**config.mk**
```make
export PLATFORM = sky130hd
export DESIGN_NAME = marker_length_checksum_frame_parser
export DESIGN_NICKNAME = d
export VERILOG_FILES = /design/src/rtl/mlcfp_pkg.sv /design/src/rtl/marker_length_checksum_frame_parser.sv
export SDC_FILE = /design/constraint.sdc
export NUM_CORES = 1
export LEC_CHECK = 0
export BUFFER_PORTS_ARGS = -buffer_cell sky130_fd_sc_hd__buf_2
export CORE_MARGIN = 4
export CORE_UTILIZATION = 30
export CTS_CLUSTER_SIZE = 14
export DETAILED_ROUTE_END_ITERATION = 16
export PLACE_DENSITY = 0.47
export SETUP_SLACK_MARGIN = 0.15
export SYNTH_ARGS = -nofsm -noshare
export SYNTH_HDL_FRONTEND = slang
export SYNTH_SLANG_ARGS = --single-unit
export TNS_END_PERCENT = 10
```
**constraint.sdc**
```tcl
create_clock -name clk -period 7.7 [get_ports clk]
set_clock_uncertainty 0.15 [all_clocks]
set_input_delay 0.385 -clock clk [delete_from_list [all_inputs] [get_ports clk]]
set_output_delay 0.385 -clock clk [all_outputs]
set_load 0.02 [all_outputs]
```
**src/rtl/mlcfp_pkg.sv**
```systemverilog
// Shared types and constants for the marker/length/checksum frame parser.
// Holds the parser phase enum, event codes and the start marker value.
// No dependencies.
`timescale 1ns / 1ps
`default_nettype none

package mlcfp_pkg;

  localparam int unsigned BYTE_W          = 8;
  localparam int unsigned KIND_W          = 2;
  localparam int unsigned MAX_PAYLOAD_DEF = 255;

  localparam logic [BYTE_W-1:0] START_MARKER = 8'h3E;  // '>'

  typedef enum logic [2:0] {
    PH_HUNT = 3'd0,
    PH_ID   = 3'd1,
    PH_LEN  = 3'd2,
    PH_HCHK = 3'd3,
    PH_DATA = 3'd4,
    PH_SUM  = 3'd5
  } phase_t;

  typedef enum logic [KIND_W-1:0] {
    EV_PAYLOAD = 2'd0,
    EV_GOOD    = 2'd1,
    EV_HDR_ERR = 2'd2,
    EV_SUM_ERR = 2'd3
  } event_kind_t;

endpackage

`default_nettype wire

```
**src/rtl/marker_length_checksum_frame_parser.sv**
```systemverilog
// Top level of the serial frame parser: input register, per-byte parse logic
// and result register with valid/stall handshakes.
// Depends on mlcfp_pkg.
`timescale 1ns / 1ps
`default_nettype none

// Frame parser for a byte stream of the form
//   '>' id len hdr_chk payload[len] sum
// where hdr_chk must equal (id + len) mod 256 and len must not exceed
// MAX_PAYLOAD. Every payload byte comes out as one transaction of kind
// "payload" carrying its index; the trailing byte is checked against the
// 8-bit sum of the payload and produces a "good" or "checksum error"
// transaction. A bad header produces a "header error" transaction. Bytes
// outside a frame, the marker and the bytes of a good header produce no transaction.
// A '>' inside a frame is plain data. After any report the parser hunts for
// the next marker. Throughput is one byte per clock while the result side
// does not stall: a byte is held in the input register, and the parse state
// and the result register update from it once the result register has room.
// The input register advances whenever the result register is empty or is
// being drained, so the input side keeps moving while a result is taken.
module marker_length_checksum_frame_parser #(
  parameter int unsigned MAX_PAYLOAD = mlcfp_pkg::MAX_PAYLOAD_DEF
) (
  input  wire logic                        clk,
  input  wire logic                        rst_n,
  // input channel
  input  wire logic                        in_valid,
  output logic                             in_stall,
  input  wire logic [mlcfp_pkg::BYTE_W-1:0] in_rx_byte,
  // result channel
  output logic                             out_valid,
  input  wire logic                        out_stall,
  output logic [mlcfp_pkg::KIND_W-1:0]     out_event_kind,
  output logic [mlcfp_pkg::BYTE_W-1:0]     out_frame_id,
  output logic [mlcfp_pkg::BYTE_W-1:0]     out_frame_length,
  output logic [mlcfp_pkg::BYTE_W-1:0]     out_payload_index,
  output logic [mlcfp_pkg::BYTE_W-1:0]     out_payload_byte
);
  import mlcfp_pkg::*;

  localparam logic [BYTE_W-1:0] MAX_LEN = BYTE_W'(MAX_PAYLOAD);

  // input register
  logic              in_vld_r;
  logic [BYTE_W-1:0] in_byte_r;

  // parse state
  phase_t            phase_r, phase_nxt;
  logic [BYTE_W-1:0] cur_id_r, cur_id_nxt;
  logic [BYTE_W-1:0] decl_len_r, decl_len_nxt;
  logic [BYTE_W-1:0] rx_cnt_r, rx_cnt_nxt;
  logic [BYTE_W-1:0] sum_r, sum_nxt;

  // result register
  logic              out_vld_r, out_vld_nxt;
  event_kind_t       kind_r;
  logic [BYTE_W-1:0] fid_r, flen_r, pidx_r, pbyte_r;

  // per-byte result
  logic              res_vld;
  event_kind_t       res_kind;
  logic [BYTE_W-1:0] res_idx, res_byte;

  logic out_free;  // result register can take a new value this cycle
  logic adv;       // byte in the input register is consumed this cycle
  logic hdr_ok;
  logic [BYTE_W-1:0] cnt_inc;

  // Handshake: consume the held byte only when the result side has room.
  assign out_free = !out_vld_r || !out_stall;
  assign adv      = in_vld_r && out_free;
  assign in_stall = in_vld_r && !out_free;

  assign hdr_ok  = (in_byte_r == BYTE_W'(cur_id_r + decl_len_r)) && (decl_len_r <= MAX_LEN);
  assign cnt_inc = BYTE_W'(rx_cnt_r + 1'b1);

  // Next phase.
  always_comb begin
    phase_nxt = phase_r;
    case (phase_r)
      PH_HUNT: phase_nxt = (in_byte_r == START_MARKER) ? PH_ID : PH_HUNT;
      PH_ID:   phase_nxt = PH_LEN;
      PH_LEN:  phase_nxt = PH_HCHK;
      PH_HCHK: begin
        if (!hdr_ok) begin
          phase_nxt = PH_HUNT;
        end else if (decl_len_r == '0) begin
          phase_nxt = PH_SUM;
        end else begin
          phase_nxt = PH_DATA;
        end
      end
      PH_DATA: phase_nxt = (cnt_inc == decl_len_r) ? PH_SUM : PH_DATA;
      PH_SUM:  phase_nxt = PH_HUNT;
      default: phase_nxt = (in_byte_r == START_MARKER) ? PH_ID : PH_HUNT;
    endcase
  end

  // Datapath updates and result for the held byte.
  always_comb begin
    cur_id_nxt   = cur_id_r;
    decl_len_nxt = decl_len_r;
    rx_cnt_nxt   = rx_cnt_r;
    sum_nxt      = sum_r;
    res_vld      = 1'b0;
    res_kind     = EV_PAYLOAD;
    res_idx      = '0;
    res_byte     = '0;
    case (phase_r)
      PH_ID: begin
        cur_id_nxt = in_byte_r;
        rx_cnt_nxt = '0;
      end
      PH_LEN: begin
        decl_len_nxt = in_byte_r;
      end
      PH_HCHK: begin
        if (hdr_ok) begin
          sum_nxt = '0;
        end else begin
          res_vld  = 1'b1;
          res_kind = EV_HDR_ERR;
        end
      end
      PH_DATA: begin
        res_vld    = 1'b1;
        res_kind   = EV_PAYLOAD;
        res_idx    = rx_cnt_r;
        res_byte   = in_byte_r;
        sum_nxt    = BYTE_W'(sum_r + in_byte_r);
        rx_cnt_nxt = cnt_inc;
      end
      PH_SUM: begin
        res_vld  = 1'b1;
        res_kind = (in_byte_r == sum_r) ? EV_GOOD : EV_SUM_ERR;
      end
      default: begin
        res_vld = 1'b0;
      end
    endcase
  end

  assign out_vld_nxt = adv ? res_vld : (out_vld_r && out_stall);

  // Control registers.
  always_ff @(posedge clk) begin
    if (!rst_n) begin
      in_vld_r   <= 1'b0;
      out_vld_r  <= 1'b0;
      phase_r    <= PH_HUNT;
      cur_id_r   <= '0;
      decl_len_r <= '0;
      rx_cnt_r   <= '0;
      sum_r      <= '0;
    end else begin
      // hold the input register while stalled, otherwise take the next byte
      if (!in_stall) begin
        in_vld_r <= in_valid;
      end
      out_vld_r <= out_vld_nxt;
      if (adv) begin
        phase_r    <= phase_nxt;
        cur_id_r   <= cur_id_nxt;
        decl_len_r <= decl_len_nxt;
        rx_cnt_r   <= rx_cnt_nxt;
        sum_r      <= sum_nxt;
      end
    end
  end

  // Payload registers, no reset.
  always_ff @(posedge clk) begin
    if (!in_stall && in_valid) begin
      in_byte_r <= in_rx_byte;
    end
    if (adv && res_vld) begin
      kind_r  <= res_kind;
      fid_r   <= cur_id_r;
      flen_r  <= decl_len_r;
      pidx_r  <= res_idx;
      pbyte_r <= res_byte;
    end
  end

  assign out_valid         = out_vld_r;
  assign out_event_kind    = kind_r;
  assign out_frame_id      = fid_r;
  assign out_frame_length  = flen_r;
  assign out_payload_index = pidx_r;
  assign out_payload_byte  = pbyte_r;

  // A payload transaction always lies inside the declared length.
  a_idx_in_len: assert property (@(posedge clk) disable iff (!rst_n)
    (out_vld_r && kind_r == EV_PAYLOAD) |-> (pidx_r < flen_r))
    else $error("payload index beyond declared length");

  // Report transactions carry zero index and byte.
  a_report_zero: assert property (@(posedge clk) disable iff (!rst_n)
    (out_vld_r && kind_r != EV_PAYLOAD) |-> (pidx_r == '0 && pbyte_r == '0))
    else $error("report transaction with nonzero payload fields");

  // Any report sends the parser back to hunting.
  a_report_hunt: assert property (@(posedge clk) disable iff (!rst_n)
    (adv && res_vld && res_kind != EV_PAYLOAD) |=> (phase_r == PH_HUNT))
    else $error("parser not hunting after a report");

  // A waiting result must not be overwritten.
  a_no_overwrite: assert property (@(posedge clk) disable iff (!rst_n)
    (out_vld_r && out_stall) |=> (out_vld_r && $stable(pidx_r) && $stable(kind_r)))
    else $error("stalled result changed");

endmodule

`default_nettype wire

```
==> metrics.log <==
INFO  metric status = finished, final reports clean
INFO  metric asyncSetResetFlopFracSynth = 0
INFO  metric post_layout_util = 0.3616
INFO  metric post-place-ws = 4303 ps
INFO  metric net_count_reported_at_finish = 430
INFO  metric worst_hold_check_path_type = input port to flip-flop
INFO  metric clk_latency = 340 ps
INFO  metric clk_transition_reported_paths = 60 ps
INFO  metric coreArea = 12,570 sq um
INFO  metric max_slew.worst_pin.slew = 1070 ps
INFO  metric area.sequential = 2002 sq um
INFO  metric leakagePower = 0.002023 uW
INFO  metric fin_crit = 3336 ps
INFO  metric ios = 48
INFO  metric critPathLaunch = decl_len_r[0]$_SDFFE_PN0P_
INFO  metric synth_seq_area_share = 0.5200
INFO  metric detail_route.vias_per_cell = 4.757
INFO  metric htreeDepth = 3
INFO  metric placedInstanceArea = 4255 sq um
INFO  metric worst_slew_margin = 0.2862
INFO  metric synth_nets = 384
INFO  metric timing.final.hold_violations = 0
INFO  metric count_of_clock_tree_sinks = 79
INFO  metric grt_max_degree = 32
INFO  metric post_synth.cell_area_avg = 10.88 sq um
INFO  metric grt_setup_unrepaired = no
INFO  metric floorplan.die_area = 14,710 sq um
INFO  metric worstSetupStartpointType = flip-flop
INFO  metric post_cts_setup_buffers = 0
INFO  metric cts-buffers-inserted = 9
INFO  metric synthFlopType = edfxtp_1
INFO  metric rows = 41
INFO  metric fin_ws = 4364 ps
INFO  metric final_design_area_no_fill = 4544 sq um
INFO  metric n_antenna_cell = 0
INFO  metric first_global_vias = 2,748
INFO  metric p_sw = 189.0 uW
INFO  metric combinational_group_share_of_total_power = 0.028
INFO  metric power_density = 198.2 nW/um^2
INFO  metric finalMaxSlewViolations = 0
INFO  metric final.period_utilization = 0.4332
INFO  metric grt-ovfl-total = 0
INFO  metric max_cap_viol_count = 0
INFO  metric cts.repair.resized = 0
INFO  metric crit_path_end_kind = flip-flop
INFO  metric initial_utilization = 0.3063
INFO  metric cts_hold_buffers = 0
INFO  metric root_buffer_cell = clkbuf_16
INFO  metric worstSetupPathType = flip-flop to flip-flop
INFO  metric gpl.final_weighted_congestion = 0.8487
INFO  metric ys.warnings.count = 0
INFO  metric p_clk_frac = 0.467
INFO  metric multi_input_comb_area = 1773 sq um
INFO  metric area.growth.synth_to_final = 18.04%
INFO  metric route.antenna.remaining_nets = 0
INFO  metric detailed_place_hpwl = 6393 um
INFO  metric instances_no_fill = 576
INFO  metric timing.setup.tns = 0 ps
INFO  metric drt_pass1_iterations = 5
INFO  metric number_of_input_and_output_port_buffers_inserted = 47
INFO  metric swShare = 0.2099
INFO  metric internal_power = 711.6 uW
INFO  metric clk_path_buf_depth = 2
INFO  metric die_outline_width = 121.3 um
INFO  metric initialDrtViolationCount = 164
INFO  metric vdd_ir_drop_max = 0.08831 mV
INFO  metric post_synth_num_cell_types = 50
INFO  metric grt_util_all_layers = 0.1315
INFO  metric remaining_drc_errors = 0
INFO  metric final_cell_mix = buf_2 (47), edfxtp_1 (42), dfxtp_1 (37)
INFO  metric synth-edff-count = 42
INFO  metric timing.hold.worst.start = in_rx_byte[5]
INFO  metric totalWireLength = 8986 um
INFO  metric first_pass_grt_wire_length = 14,670 um
INFO  metric power.share.sequential = 0.505
INFO  metric grt_antenna_before_repair = 0
INFO  metric vertical_die_dimension = 121.3 um
INFO  metric detailroute.via_count = 2,740
INFO  metric fmaxAchievable = 0.2998 GHz
INFO  metric tritoncts = done
INFO  metric arrival = 3200 ps
INFO  metric required = 7570 ps
INFO  metric rr_startpoint = decl_len_r[0]$_SDFFE_PN0P_
INFO  metric wl_per_instance = 15.60 um
INFO  metric post_synthesis_cells = 354
INFO  metric placed_cells_incl_taps = 561
INFO  metric layout_commonest_cell = buf_2
INFO  metric fillerInstances = 1,243
INFO  metric post_synth_instance_area = 3850 sq um
INFO  metric ys_seq_elements = 79
INFO  metric critical_path_peak_fanout = 22
INFO  metric final_layout_size_suffix_gt1_frac = 0.1733
INFO  metric finalSetupViolations = 0
==> synthesized netlist by cell type (all sizes together), types with 2 or more instances <==
library cell	instances	share of area
and2	19	0.031
o41ai	2	0.0065
fa	2	0.010
a21oi	20	0.026
dfxtp	37	0.19
and3	6	0.0098
inv	4	0.0039
nand3b	4	0.0078
nor3b	5	0.0098
a31o	2	0.0046
nor4	3	0.0049
ha	16	0.052
mux2i	20	0.052
a31oi	3	0.0049
nand4	3	0.0065
nor3	7	0.0091
buf	5	0.0081
xnor2	18	0.041
o21ai	15	0.019
xor2	12	0.027
clkbuf	9	0.0088
nand2	19	0.019
nor2b	2	0.0032
nor2	37	0.038
edfxtp	42	0.33
nand3	15	0.019
a2bb2oi	2	0.0046
or3	6	0.0098
a21o	7	0.014
==> sequential cells by signal, summed over array words and instances (netlist names) <==
| name | count |
|---|---|
| cur_id_r | 8 |
| decl_len_r | 8 |
| in_byte_r | 8 |
| in_vld_r | 1 |
| out_event_kind | 2 |
| out_frame_id | 8 |
| out_frame_length | 8 |
| out_payload_byte | 8 |
| out_payload_index | 8 |
| out_valid | 1 |
| phase_r | 3 |
| rx_cnt_r | 8 |
| sum_r | 8 |
==> critical path: stages (launching register included) <==
cell     delay, ps
dfxtp_1        350
ha_1           220
fa_1           420
nand3_1        110
a21oi_1         80
or3_1          390
nand4_2        130
nor3b_1         90
nor2_1         130
o21a_1         520
buf_4          400
==> cell type report <==
class | instances | area share
well taps | 172 | 0.04736
clock inverters | 4 | 0.01019
multi-input cells | 257 | 0.3901
flip-flops and latches | 79 | 0.4405
inverters | 4 | 0.003304
repair buffers | 49 | 0.05507
clock buffers | 11 | 0.05341
==> kinds of logic (layout without fill, tap and decap cells) <==
logic type,after synthesis,after routing,synth area share
XOR/XNOR,30,30,0.06825
flip-flops,79,79,0.5200
AO/OA/AOI/OAI,59,59,0.09588
adder cells (fa/ha/maj),18,18,0.06240
buffers and inverters,18,68,0.02080
multiplexers,20,20,0.05200
AND/OR/NAND/NOR,130,130,0.1807
==> power by group through the flow <==
| stage | Sequential [uW] | Clock (uW) | Combinational, uW |
|---|---|---|---|
| 4_1_cts | 455 | 431 | 25.5 |
| 6_report | 455 | 421 | 25.2 |
| 5_1_grt | 456 | 450 | 28.7 |
| 2_1_floorplan | 457 | 0 | 19.9 |
| 3_3_place_gp | 464 | 0 | 25.2 |
| 3_5_place_dp | 464 | 0 | 25.2 |
==> routing by layer <==
layer / share of wire / GRT usage / wire (um) / up-vias
li1: - / - / - / 1378
met1: 0.48 / 0.1708 / 4296 / 1303
met2: 0.46 / 0.2059 / 4153 / 49
met3: 0.047 / 0.04522 / 419 / 10
met4: 0.013 / 0.04132 / 117 / 0
met5: 0 / 0 / 0 / -
==> metrics by stage <==
step                power [uW]  hold WS, ps
floorplan                477.4        286.5
global placement         489.5        300.5
detailed placement       489.2        313.6
CTS                      910.9        58.53
global route             934.5        54.78
finish                   900.6        69.44
==> worst paths after layout <==
| kind | to | depth (start not counted) | slack [ps] |
|---|---|---|---|
| max | out_event_kind[0]$_DFFE_PP_ | 10 | 4360 |
| min | in_byte_r[5]$_DFFE_PP_ | 1 | 70 |
| max reg2reg | out_event_kind[0]$_DFFE_PP_ | 10 | 4360 |
| min reg2reg | sum_r[2]$_SDFFE_PN0P_ | 2 | 320 |
No activity file was read; power rests on OpenSTA's default activity.
